### config.mk
export PLATFORM = sky130hd
export DESIGN_NAME = positional_array_list_flat
export DESIGN_NICKNAME = d
export VERILOG_FILES = /design/src/rtl/pal_pkg.sv /design/src/rtl/pal_if.sv /design/src/rtl/pal_core.sv /design/src/rtl/positional_array_list.sv /design/src/flat_wrapper.sv
export SDC_FILE = /design/constraint.sdc
export NUM_CORES = 2
export LEC_CHECK = 0
export BUFFER_PORTS_ARGS = -buffer_cell sky130_fd_sc_hd__buf_2
export CAP_MARGIN = 15
export CORE_MARGIN = 5
export CORE_UTILIZATION = 30
export DETAILED_ROUTE_END_ITERATION = 8
export PLACE_DENSITY_LB_ADDON = 0.2
export SLEW_MARGIN = 20
export SYNTH_ARGS = -nofsm -noshare
export SYNTH_HDL_FRONTEND = slang
export SYNTH_SLANG_ARGS = --single-unit
### constraint.sdc
create_clock -name clk -period 5.1 [get_ports clk]
set_input_delay 0.255 -clock clk [delete_from_list [all_inputs] [get_ports clk]]
set_output_delay 0.255 -clock clk [all_outputs]
set_load 0.02 [all_outputs]
### src/rtl/pal_pkg.sv
// Shared types for the positional array list: request codes, sequencer states, status flags.
package pal_pkg;

  typedef enum logic [1:0] {
    OP_GET    = 2'd0,
    OP_LOCATE = 2'd1,
    OP_INSERT = 2'd2,
    OP_DELETE = 2'd3
  } pal_op_t;

  typedef enum logic [2:0] {
    ST_IDLE,
    ST_RD,
    ST_CAP,
    ST_SCAN,
    ST_SHUP,
    ST_INSWR,
    ST_SHDN,
    ST_DONE
  } pal_state_t;

  typedef struct packed {
    logic ok;
    logic empty;
  } pal_status_t;

endpackage

### src/rtl/pal_if.sv
// Request and response channel interfaces for the positional array list.
interface pal_req_if #(
  parameter int DEPTH      = 64,
  parameter int VALUE_BITS = 32
);
  localparam int POS_W = $clog2(DEPTH + 2);

  logic                         valid;
  logic                         ready;
  logic [1:0]                   req_type;
  logic [POS_W-1:0]             position;
  logic signed [VALUE_BITS-1:0] item_value;

  modport source (output valid, output req_type, output position, output item_value,
                  input ready);
  modport sink   (input valid, input req_type, input position, input item_value,
                  output ready);
endinterface

interface pal_rsp_if #(
  parameter int DEPTH      = 64,
  parameter int VALUE_BITS = 32
);
  localparam int POS_W = $clog2(DEPTH + 2);

  logic                         valid;
  logic                         ready;
  logic                         ok;
  logic signed [VALUE_BITS-1:0] out_value;
  logic [POS_W-1:0]             found_position;
  logic [POS_W-1:0]             list_length;
  logic                         list_empty;

  modport source (output valid, output ok, output out_value, output found_position,
                  output list_length, output list_empty, input ready);
  modport sink   (input valid, input ok, input out_value, input found_position,
                  input list_length, input list_empty, output ready);
endinterface

### src/rtl/pal_core.sv
// Element memory and the sequencer that walks it for get, locate, insert and delete.
module pal_core
  import pal_pkg::*;
#(
  parameter int DEPTH      = 64,
  parameter int VALUE_BITS = 32,
  parameter int POS_W      = $clog2(DEPTH + 2),
  parameter int ADDR_W     = $clog2(DEPTH)
) (
  input  logic                  clk,
  input  logic                  rst_n,
  input  logic                  req_valid,
  output logic                  req_ready,
  input  logic [1:0]            req_type,
  input  logic [POS_W-1:0]      req_pos,
  input  logic [VALUE_BITS-1:0] req_value,
  output logic                  res_valid,
  input  logic                  res_ready,
  output pal_status_t           res_status,
  output logic [VALUE_BITS-1:0] res_value,
  output logic [POS_W-1:0]      res_found,
  output logic [POS_W-1:0]      res_len
);

  localparam logic [POS_W-1:0] DEPTH_C = POS_W'(DEPTH);
  localparam logic [POS_W-1:0] ONE_C   = POS_W'(1);

  logic [VALUE_BITS-1:0] mem [DEPTH];
  logic [VALUE_BITS-1:0] rd_data_r;

  pal_state_t            state_r, state_nxt;
  pal_op_t               op_r, op_nxt, op_in;
  logic [POS_W-1:0]      pos_r, pos_nxt;
  logic [VALUE_BITS-1:0] val_r, val_nxt;
  logic [POS_W-1:0]      cnt_r, cnt_nxt;
  logic [POS_W-1:0]      idx_r, idx_nxt;
  logic                  p_vld_r, p_vld_nxt;
  logic [ADDR_W-1:0]     p_dst_r, p_dst_nxt;
  logic                  res_ok_r, res_ok_nxt;
  logic [VALUE_BITS-1:0] res_val_r, res_val_nxt;
  logic [POS_W-1:0]      res_found_r, res_found_nxt;

  logic                  mem_we, mem_re;
  logic [ADDR_W-1:0]     mem_waddr, mem_raddr;
  logic [VALUE_BITS-1:0] mem_wdata;

  logic accept, pos_ok_rd, pos_ok_ins, hit, scan_last, up_more, dn_more, scan_rd;

  assign op_in      = pal_op_t'(req_type);
  assign accept     = req_valid && req_ready;
  assign pos_ok_rd  = (req_pos != '0) && (req_pos <= cnt_r);
  assign pos_ok_ins = (req_pos != '0) && (req_pos <= cnt_r + ONE_C) && (cnt_r < DEPTH_C);
  assign hit        = (rd_data_r == val_r);
  assign scan_last  = (p_dst_r == ADDR_W'(cnt_r - ONE_C));
  assign scan_rd    = (idx_r < cnt_r);
  // insert moves entries top-down: read idx-1, write idx; delete bottom-up: read idx+1, write idx
  assign up_more    = (idx_r >= pos_r);
  assign dn_more    = ((idx_r + ONE_C) < cnt_r);

  // next state
  always_comb begin
    state_nxt = state_r;
    case (state_r)
      ST_IDLE: begin
        if (req_valid) begin
          case (op_in)
            OP_GET:    state_nxt = pos_ok_rd ? ST_RD : ST_DONE;
            OP_LOCATE: state_nxt = (cnt_r == '0) ? ST_DONE : ST_SCAN;
            OP_INSERT: state_nxt = pos_ok_ins ? ST_SHUP : ST_DONE;
            OP_DELETE: state_nxt = pos_ok_rd ? ST_RD : ST_DONE;
            default:   state_nxt = ST_DONE;
          endcase
        end
      end
      ST_RD:    state_nxt = ST_CAP;
      ST_CAP:   state_nxt = (op_r == OP_DELETE) ? ST_SHDN : ST_DONE;
      ST_SCAN:  if (p_vld_r && (hit || scan_last)) state_nxt = ST_DONE;
      ST_SHUP:  if (!up_more) state_nxt = ST_INSWR;
      ST_INSWR: state_nxt = ST_DONE;
      ST_SHDN:  if (!dn_more) state_nxt = ST_DONE;
      ST_DONE:  if (res_ready) state_nxt = ST_IDLE;
      default:  state_nxt = ST_IDLE;
    endcase
  end

  // memory control and handshake outputs
  always_comb begin
    req_ready = (state_r == ST_IDLE);
    res_valid = (state_r == ST_DONE);
    mem_we    = 1'b0;
    mem_waddr = p_dst_r;
    mem_wdata = rd_data_r;
    mem_re    = 1'b0;
    mem_raddr = idx_r[ADDR_W-1:0];
    case (state_r)
      ST_RD: begin
        mem_re    = 1'b1;
        mem_raddr = ADDR_W'(pos_r - ONE_C);
      end
      ST_SCAN: begin
        mem_re = scan_rd;
      end
      ST_SHUP: begin
        mem_we    = p_vld_r;
        mem_re    = up_more;
        mem_raddr = ADDR_W'(idx_r - ONE_C);
      end
      ST_INSWR: begin
        mem_we    = 1'b1;
        mem_waddr = ADDR_W'(pos_r - ONE_C);
        mem_wdata = val_r;
      end
      ST_SHDN: begin
        mem_we    = p_vld_r;
        mem_re    = dn_more;
        mem_raddr = ADDR_W'(idx_r + ONE_C);
      end
      default: ;
    endcase
  end

  // length after the request
  always_comb begin
    res_len = cnt_r;
    if (res_ok_r && (op_r == OP_INSERT)) res_len = cnt_r + ONE_C;
    if (res_ok_r && (op_r == OP_DELETE)) res_len = cnt_r - ONE_C;
  end

  assign res_status.ok    = res_ok_r;
  assign res_status.empty = (res_len == '0);
  assign res_value        = res_val_r;
  assign res_found        = res_found_r;

  // datapath next values
  always_comb begin
    op_nxt        = op_r;
    pos_nxt       = pos_r;
    val_nxt       = val_r;
    cnt_nxt       = cnt_r;
    idx_nxt       = idx_r;
    p_vld_nxt     = p_vld_r;
    p_dst_nxt     = p_dst_r;
    res_ok_nxt    = res_ok_r;
    res_val_nxt   = res_val_r;
    res_found_nxt = res_found_r;
    case (state_r)
      ST_IDLE: begin
        if (accept) begin
          op_nxt        = op_in;
          pos_nxt       = req_pos;
          val_nxt       = req_value;
          p_vld_nxt     = 1'b0;
          res_val_nxt   = '0;
          res_found_nxt = '0;
          case (op_in)
            OP_LOCATE: begin
              res_ok_nxt = 1'b1;
              idx_nxt    = '0;
            end
            OP_INSERT: begin
              res_ok_nxt = pos_ok_ins;
              idx_nxt    = cnt_r;
            end
            OP_DELETE: begin
              res_ok_nxt = pos_ok_rd;
              idx_nxt    = req_pos - ONE_C;
            end
            default: begin
              res_ok_nxt = pos_ok_rd;
              idx_nxt    = '0;
            end
          endcase
        end
      end
      ST_CAP: res_val_nxt = rd_data_r;
      ST_SCAN: begin
        p_vld_nxt = scan_rd;
        p_dst_nxt = idx_r[ADDR_W-1:0];
        if (scan_rd) idx_nxt = idx_r + ONE_C;
        if (p_vld_r && hit) res_found_nxt = POS_W'(p_dst_r) + ONE_C;
      end
      ST_SHUP: begin
        p_vld_nxt = up_more;
        p_dst_nxt = idx_r[ADDR_W-1:0];
        if (up_more) idx_nxt = idx_r - ONE_C;
      end
      ST_SHDN: begin
        p_vld_nxt = dn_more;
        p_dst_nxt = idx_r[ADDR_W-1:0];
        if (dn_more) idx_nxt = idx_r + ONE_C;
      end
      ST_DONE: if (res_ready) cnt_nxt = res_len;
      default: ;
    endcase
  end

  always_ff @(posedge clk) begin
    if (!rst_n) begin
      state_r <= ST_IDLE;
      cnt_r   <= '0;
      p_vld_r <= 1'b0;
    end else begin
      state_r <= state_nxt;
      cnt_r   <= cnt_nxt;
      p_vld_r <= p_vld_nxt;
    end
  end

  always_ff @(posedge clk) begin
    op_r        <= op_nxt;
    pos_r       <= pos_nxt;
    val_r       <= val_nxt;
    idx_r       <= idx_nxt;
    p_dst_r     <= p_dst_nxt;
    res_ok_r    <= res_ok_nxt;
    res_val_r   <= res_val_nxt;
    res_found_r <= res_found_nxt;
  end

  always_ff @(posedge clk) begin
    if (mem_we) mem[mem_waddr] <= mem_wdata;
  end

  always_ff @(posedge clk) begin
    if (mem_re) rd_data_r <= mem[mem_raddr];
  end

`ifndef SYNTHESIS
  a_cnt_bound: assert property (@(posedge clk) disable iff (!rst_n)
    cnt_r <= DEPTH_C)
    else $error("element count above depth");

  a_write_state: assert property (@(posedge clk) disable iff (!rst_n)
    mem_we |-> (state_r == ST_SHUP || state_r == ST_INSWR || state_r == ST_SHDN))
    else $error("memory write outside an insert or delete");

  a_done_release: assert property (@(posedge clk) disable iff (!rst_n)
    (state_r == ST_DONE && res_ready) |=> (state_r == ST_IDLE))
    else $error("sequencer did not return to idle after result");

  a_cnt_change: assert property (@(posedge clk) disable iff (!rst_n)
    !$stable(cnt_r) |-> $past(state_r == ST_DONE && res_ok_r))
    else $error("count changed outside a successful completion");
`endif

endmodule

### src/rtl/positional_array_list.sv
// Top level of the positional array list: element memory sequencer plus output register.
// Holds an ordered list of up to DEPTH words in one single-port-read, single-port-write
// memory and processes one transaction at a time. Get reads and captures the entry at the
// position; locate examines entries in order up to the list length until the first hit; a
// rejected request or a locate on an empty list goes straight to the result; insert shifts
// the entries from the tail down to position p up by one, then writes the new word; delete
// captures the entry at p and shifts the entries above it down by one. The element memory
// moves one entry per cycle through its read port, the write port trailing it by a register.
// A new request is taken when the sequencer is idle, even while a result still waits in the
// output register. Memory contents need no clearing after reset; the list starts empty.
module positional_array_list
  import pal_pkg::*;
#(
  parameter int DEPTH      = 64,
  parameter int VALUE_BITS = 32
) (
  input  logic      clk,
  input  logic      rst_n,
  pal_req_if.sink   in_req,
  pal_rsp_if.source out_rsp
);

  localparam int POS_W = $clog2(DEPTH + 2);

  logic                  res_valid, res_ready;
  pal_status_t           res_status;
  logic [VALUE_BITS-1:0] res_value;
  logic [POS_W-1:0]      res_found, res_len;

  logic                  out_valid_r;
  logic                  out_ok_r;
  logic [VALUE_BITS-1:0] out_value_r;
  logic [POS_W-1:0]      out_found_r, out_len_r;
  logic                  out_empty_r;

  pal_core #(
    .DEPTH      (DEPTH),
    .VALUE_BITS (VALUE_BITS)
  ) u_core (
    .clk        (clk),
    .rst_n      (rst_n),
    .req_valid  (in_req.valid),
    .req_ready  (in_req.ready),
    .req_type   (in_req.req_type),
    .req_pos    (in_req.position),
    .req_value  (in_req.item_value),
    .res_valid  (res_valid),
    .res_ready  (res_ready),
    .res_status (res_status),
    .res_value  (res_value),
    .res_found  (res_found),
    .res_len    (res_len)
  );

  assign res_ready = !out_valid_r || out_rsp.ready;

  always_ff @(posedge clk) begin
    if (!rst_n) begin
      out_valid_r <= 1'b0;
    end else if (res_ready) begin
      out_valid_r <= res_valid;
    end
  end

  always_ff @(posedge clk) begin
    if (res_valid && res_ready) begin
      out_ok_r    <= res_status.ok;
      out_value_r <= res_value;
      out_found_r <= res_found;
      out_len_r   <= res_len;
      out_empty_r <= res_status.empty;
    end
  end

  assign out_rsp.valid          = out_valid_r;
  assign out_rsp.ok             = out_ok_r;
  assign out_rsp.out_value      = out_value_r;
  assign out_rsp.found_position = out_found_r;
  assign out_rsp.list_length    = out_len_r;
  assign out_rsp.list_empty     = out_empty_r;

endmodule

### src/flat_wrapper.sv
// flat-port wrapper written by rule: the top's interface ports become plain ports
module positional_array_list_flat import pal_pkg::*;
#(
  parameter int DEPTH      = 64,
  parameter int VALUE_BITS = 32
)
  (clk, rst_n, in_req_valid, in_req_req_type, in_req_position, in_req_item_value, in_req_ready, out_rsp_valid, out_rsp_ok, out_rsp_out_value, out_rsp_found_position, out_rsp_list_length, out_rsp_list_empty, out_rsp_ready);
  pal_req_if #(.DEPTH(DEPTH), .VALUE_BITS(VALUE_BITS)) in_req_i ();
  pal_rsp_if #(.DEPTH(DEPTH), .VALUE_BITS(VALUE_BITS)) out_rsp_i ();
  input  logic clk;
  input  logic rst_n;
  input wire logic [$bits(in_req_i.valid)-1:0] in_req_valid;
  input wire logic [$bits(in_req_i.req_type)-1:0] in_req_req_type;
  input wire logic [$bits(in_req_i.position)-1:0] in_req_position;
  input wire logic [$bits(in_req_i.item_value)-1:0] in_req_item_value;
  output wire logic [$bits(in_req_i.ready)-1:0] in_req_ready;
  output wire logic [$bits(out_rsp_i.valid)-1:0] out_rsp_valid;
  output wire logic [$bits(out_rsp_i.ok)-1:0] out_rsp_ok;
  output wire logic [$bits(out_rsp_i.out_value)-1:0] out_rsp_out_value;
  output wire logic [$bits(out_rsp_i.found_position)-1:0] out_rsp_found_position;
  output wire logic [$bits(out_rsp_i.list_length)-1:0] out_rsp_list_length;
  output wire logic [$bits(out_rsp_i.list_empty)-1:0] out_rsp_list_empty;
  input wire logic [$bits(out_rsp_i.ready)-1:0] out_rsp_ready;
  assign in_req_i.valid = in_req_valid;
  assign in_req_i.req_type = in_req_req_type;
  assign in_req_i.position = in_req_position;
  assign in_req_i.item_value = in_req_item_value;
  assign in_req_ready = in_req_i.ready;
  assign out_rsp_valid = out_rsp_i.valid;
  assign out_rsp_ok = out_rsp_i.ok;
  assign out_rsp_out_value = out_rsp_i.out_value;
  assign out_rsp_found_position = out_rsp_i.found_position;
  assign out_rsp_list_length = out_rsp_i.list_length;
  assign out_rsp_list_empty = out_rsp_i.list_empty;
  assign out_rsp_i.ready = out_rsp_ready;
  positional_array_list #(.DEPTH(DEPTH), .VALUE_BITS(VALUE_BITS)) u_core (.clk(clk), .rst_n(rst_n), .in_req(in_req_i), .out_rsp(out_rsp_i));
endmodule
== After elaboration in Yosys (flattened, before gate mapping) ==
Memory sizes are Yosys's and may differ from the RTL's. A register that Yosys moved wholly into a read port is not among the register bits.
Index checks and enable logic that the tools add are counted.
W data, S select, Z words.

* Flip-flop bits (word level): 154
* Memory bits (writable): 2048
* Bits of input ports: 45
* Memories kept: 1

* Add/sub/neg operators: 7
* Magnitude comparators: 6
* Equality and inequality tests: 24
* Multiplexer cells: 34
* Reductions and logical operators: 30

{| class="wikitable"
|+ Memory list
! name !! words !! bits a word !! rd ports !! clocked after memory_dff !! write ports !! line !! source
|-
| u_core.u_core.mem || 64 || 32 || 1 || 1 || 1 || pal_core.sv:28 || <nowiki>logic [VALUE_BITS-1:0] mem [DEPTH];</nowiki>
|}

{| class="wikitable"
|+ Operators by type and width
! kind !! count
|-
| $mux W32 || 2
|-
| $pmux W32 S2 || 1
|-
| $mux W7 || 8
|-
| $eq A32 B32 Y1 || 1
|-
| $pmux W7 S2 || 2
|-
| $pmux W7 S4 || 1
|-
| $pmux W3 S8 || 1
|-
| $mux W3 || 7
|-
| $sub A7 B1 Y7 const B || 3
|-
| $ne A2 B2 Y1 const B || 9
|-
| $pmux W6 S3 || 1
|-
| $add A7 B1 Y7 const B || 2
|-
| $le A7 B7 Y1 || 2
|-
| $logic_not A7 Y1 || 2
|-
| $lt A7 B7 Y1 || 2
|-
| $eq A3 B3 Y1 const B || 4
|-
| $reduce_and A5 Y1 || 2
|-
| $logic_and A1 B1 Y1 || 9
|-
| $pmux W3 S3 || 1
|-
| $eq A2 B2 Y1 const B || 4
|-
| $pmux W1 S4 || 2
|-
| $reduce_and A2 Y1 || 4
|-
| $add A6 B1 Y7 const B || 1
|-
| $ge A7 B7 Y1 || 1
|-
| 21 further kinds || 29
|}

== Logic depth before layout (Yosys ltp) ==
* Word-level depth: 8
* Mapped depth: 16
* Depth with buffers taken out: 12

== By module ==
Synthesis repeated with hierarchy kept, for this count alone.

* Cells, all modules: 6547
* Area, all modules: 90660.7 um^2

{| class="wikitable"
|+ By module, submodules not included
! module !! times used !! cells each !! area an instance (um^2) !! seq. area each (um^2)
|-
| pal_core || 1 || 6494 || 89161.8 || 65502.8
|-
| positional_array_list || 1 || 53 || 1498.9 || 1461.4
|}

== Worst setup path after synthesis ==
OpenSTA, ideal clock, no wires.

* Path kind: reg2reg
* Start: register u_core.u_core.idx_r[3]
* End: register u_core.u_core.rd_data_r[0] (read register of u_core.u_core.mem), enable pin
* Arrival: 3664 ps
* Required time: 4679 ps
* Setup slack: 1015 ps
* Stages on the path, launching flop included: 13
* Path through: edfxtp_1 -> clkbuf_1 -> clkbuf_1 -> nand3_1 -> xnor2_1 -> ha_1 -> a211oi_1 -> a21oi_1 -> nor3_1 -> o21ai_0 -> nor2_1 -> a21oi_1 -> nor2_1

* Word-level cells in the longest chain between the ends: 3

{| class="wikitable"
|+ RTL lines
! item !! line !! source
|-
| from (decl) || pal_core.sv:36 || <nowiki>logic [POS_W-1:0] idx_r, idx_nxt;</nowiki>
|-
| from (signal assigned) || pal_core.sv:213 || <nowiki>idx_r <= idx_nxt;</nowiki>
|-
| $add A7 B1 Y7 || pal_core.sv:58 || <nowiki>assign dn_more = ((idx_r + ONE_C) < cnt_r);</nowiki>
|-
| $lt A7 B7 Y1 || pal_core.sv:58 ||
|-
| $pmux W1 S4 * || pal_core.sv:95 || <nowiki>case (state_r)</nowiki>
|-
| named net u_core.u_core.mem_re || pal_core.sv:43 || <nowiki>logic mem_we, mem_re;</nowiki>
|-
| to (decl) || pal_core.sv:29 || <nowiki>logic [VALUE_BITS-1:0] rd_data_r;</nowiki>
|}

Mark *: on every way through the listed nets, which the timed path passes. The rest lies on a longest branch.
A chain may end at the register's enable or synchronous reset.

== Worst setup path after layout ==
* Start: register u_core.u_core.idx_r[1]
* End: register u_core.u_core.rd_data_r[12] (read register of u_core.u_core.mem), data pin

* Word-level cells in the longest chain between the ends: 3

{| class="wikitable"
|+ RTL lines
! item !! line
|-
| $add A7 B1 Y7 || pal_core.sv:58
|-
| $lt A7 B7 Y1 || pal_core.sv:58
|-
| $pmux W1 S4 || pal_core.sv:95
|}

Parallel ways exist; a longest one is shown, timed or not.

==> impl_metrics.yaml <==
setup_path:
  start_kind: "register"
  reg2reg_setup_slack_ns: 0.25
  max_stage_delay_ns: 0.70
  required_ns: 5.72
  r2r_cells: 12
  critPathKind: "register to register"
  slowest_stage: "nor4_1"
  cp_max_fo: 60
  critPathBufInv: 4
  crit_family: "compound AO/OA/AOI/OAI gates"
  worstSetupEndpointType: "register"
  cp.depth: 12
  path_common_cell: "buf_12"
  critPathArrivalTime_ns: 5.47
  crit_chain: "inv_1, ha_1, o31ai_1, a211oi_1, o21ai_4, buf_12, buf_12, mux4_2, a22o_1, nor4_1, buf_4, nand4_1"
global_route:
  grtUsageTotal_pct: 17.5
  grt_max_degree: 76
  grt_pass1_wl_um: 382000
  antenna_found_initial: 15
  grt_pass1_vias: 48962
  grt_overflow: 0
final_layout:
  area_growth_pct: 17.7
  multi_input_area_um2: 20100
  final_core_util_pct: 35.5
  nFillCells: 27453
  finalNonFillerCells: 9877
  register_area_um2: 67000
  nNetsFinal: 5884
  drive_above_1_share_pct: 17.6
die:
  initial_core_util_pct: 30.1
  top_level_ports: 95
  die_h_um: 551
  die_x_um: 551
  die_area_um2: 303000
  rows: 198
  core_area_um2: 291000
sta:
  maxSlewViolCount: 0
  rsz0062_at_grt: "false"
  setup_violations: 0
  finalHoldViolCount: 0
  post-route-period-util_pct: 95.1
  fin_tns_setup_ns: 0
  max_slew_margin_pct: 18.4
  tightest_slew_ns: 1.22
  clock-skew-final_ns: 0.0941
  max_clock_freq_mhz: 206
  min_period_ns: 4.85
yosys:
  syn_area_per_cell_um2: 16.2
  netlist_instances: 5409
  synth_flop_cell: "edfxtp_1"
  synth-seq-cells: 2234
  synth-edff-count: 2222
  synth-async-reset-ratio_pct: 0
  netlist_area_um2: 87700
  ys_warn_count: 0
  synthesis.nets: 5499
  synth-seq-area-share_pct: 76.3
  yosys-top-cells-area: "edfxtp_1 76%, mux4_2 4.9%, nand2_1 4.4%, a21oi_1 2.6%, mux2i_1 2.4%"
  synth_top_area_share_pct: 76.0
  ys_top_cells_by_count: "2,222 x edfxtp_1, 1,025 x nand2_1, 461 x a21oi_1"
  synth_area_leader_cell: "edfxtp_1"
  yosysUniqueCellTypes: 73
  synth_most_common_cell: "edfxtp_1"
cts:
  cts_max_level: 4
  clk_pin_slew_ns: 0.06
  cts_tree: "yes"
  clk_latency_ns: 0.92
  numCtsBuffers: 235
  post-cts-setup-buffers: 0
  cts.path.max_buffers: 4
  clock-root-buffer: "clkbuf_16"
  clock_sinks: 2234
pwr:
  powerDensity_nw_per_um2: 703
  p_comb_share_pct: 43.1
  switching_share_pct: 40.0
  ir_worst_vdd_uv: 513
  p_leak_uw: 0.0341
  power_frac_clock_pct: 22.5
  p_int_uw: 43500
  power_frac_seq_pct: 34.4
  switching_power_uw: 29000
worst_hold_path:
  hold_class: "primary input to register"
  hold_path_depth: 2
route:
  routed_wl_um: 272000
  routedWlPerCell_um: 27.6
  drtAntennaViolNets: 0
  drt-initial-drc-count: 4653
  drcViolationCount: 0
  routed_via_density: 5.09
  drt_first_pass_iters: 6
  dr_total_vias: 50251
placement:
  dp_cells: 9413
  dp_hpwl_um: 161000
  port_buffers: 94
  place.gp.congestion: 0.821
outcome:
  status: "completed"
run:
  cap_violations: 0
## routing by layer
| metal | vias up | wire length [um] | track usage [%] |
|---|---|---|---|
| met4 | 0 | 7710 | 4.95 |
| met2 | 1712 | 124000 | 27.5 |
| li1 | 21745 | - | - |
| met1 | 26422 | 123000 | 25.1 |
| met5 | - | 0 | 0 |
| met3 | 372 | 17800 | 2.70 |
## power by group through the flow
stage               Clock (uW)  Sequential, uW  Combinational (uW)
CTS                      16800           24900               31600
finish                   16400           25000               31300
global placement             0           25300               31300
global route             17500           25000               33200
detailed placement           0           25300               31500
floorplan                    0           25000               17000
## flip-flops by register name, indices dropped and copies added (netlist names), 2 cells and up
signal,flops
u_core.out_rsp.list_length,7
u_core.u_core.idx_r,7
u_core.u_core.rd_data_r,32
u_core.u_core.pos_r,7
u_core.u_core.res_found,7
u_core.out_rsp.found_position,7
u_core.u_core.mem,2048
u_core.u_core.p_dst_r,6
u_core.u_core.val_r,32
u_core.u_core.op_r,2
u_core.out_rsp.out_value,32
u_core.u_core.res_value,32
u_core.u_core.cnt_r,7
u_core.u_core.state_r,3
## per-stage QoR
step	total power (uW)	instance area, um^2	setup WS [ns]	hold slack [ns]
2_1_floorplan	42000	87700	1.01	0.354
3_3_place_gp	56600	95600	0.202	0.406
3_5_place_dp	56800	95600	0.207	0.405
4_1_cts	73300	103000	0.219	0.0273
5_1_grt	75700	103000	0.178	0.0436
6_report	72600	103000	0.250	0.0899
## layout make-up
type | instances | share of cell area [%]
Sequential cell | 2234 | 64.8
Clock buffer | 296 | 5.99
Tap cell | 3900 | 4.72
Inverter | 33 | 0.121
Antenna cell | 5 | 0.0121
Timing Repair Buffer | 459 | 3.94
Clock inverter | 119 | 0.977
Multi-Input combinational cell | 2831 | 19.4
## cells in the final DEF (no fill, tap or decap), drive strengths merged, types with 36 or more instances in the layout
cell type / netlist / layout
edfxtp: 2222 / 2222
nand2: 1025 / 1025
a21oi: 461 / 461
buf: 117 / 415
clkbuf: 194 / 296
mux2i: 210 / 210
mux4: 192 / 192
nor2: 117 / 117
o22ai: 108 / 108
clkinv: 2 / 92
nor4: 55 / 55
a22oi: 52 / 52
ha: 45 / 45
xor2: 44 / 44
dlygate4sd3: 0 / 44
o311a: 40 / 40
and2: 38 / 38
o21ai: 36 / 36
## cell families after synthesis
kind of cell             Yosys count  synth area share, %
AO/OA/AOI/OAI                    858                 6.15
XOR/XNOR                          70                0.699
adder cells (fa/ha/maj)           45                0.642
buffers and inverters            344                 1.71
flip-flops                      2234                 76.3
multiplexers                     402                 7.32
AND/OR/NAND/NOR                 1456                 7.16
## final timing paths
path	startpoint	end
max	u_core.u_core.idx_r[1]$_DFFE_PP_	u_core.u_core.rd_data_r[12]$_DFFE_PP_
min	in_req_item_value[9]	u_core.u_core.val_r[9]$_DFFE_PP_
max reg2reg	u_core.u_core.idx_r[1]$_DFFE_PP_	u_core.u_core.rd_data_r[12]$_DFFE_PP_
min reg2reg	u_core.u_core.res_value[27]$_SDFFCE_PN0P_	u_core.out_rsp.out_value[27]$_DFFE_PP_
## repair_timing
action	CTS	global route
hold buffers	44	0
resized for setup	0	0
hold endpoints to repair	54	0
Note: power is estimated with default switching activity, not from simulation.
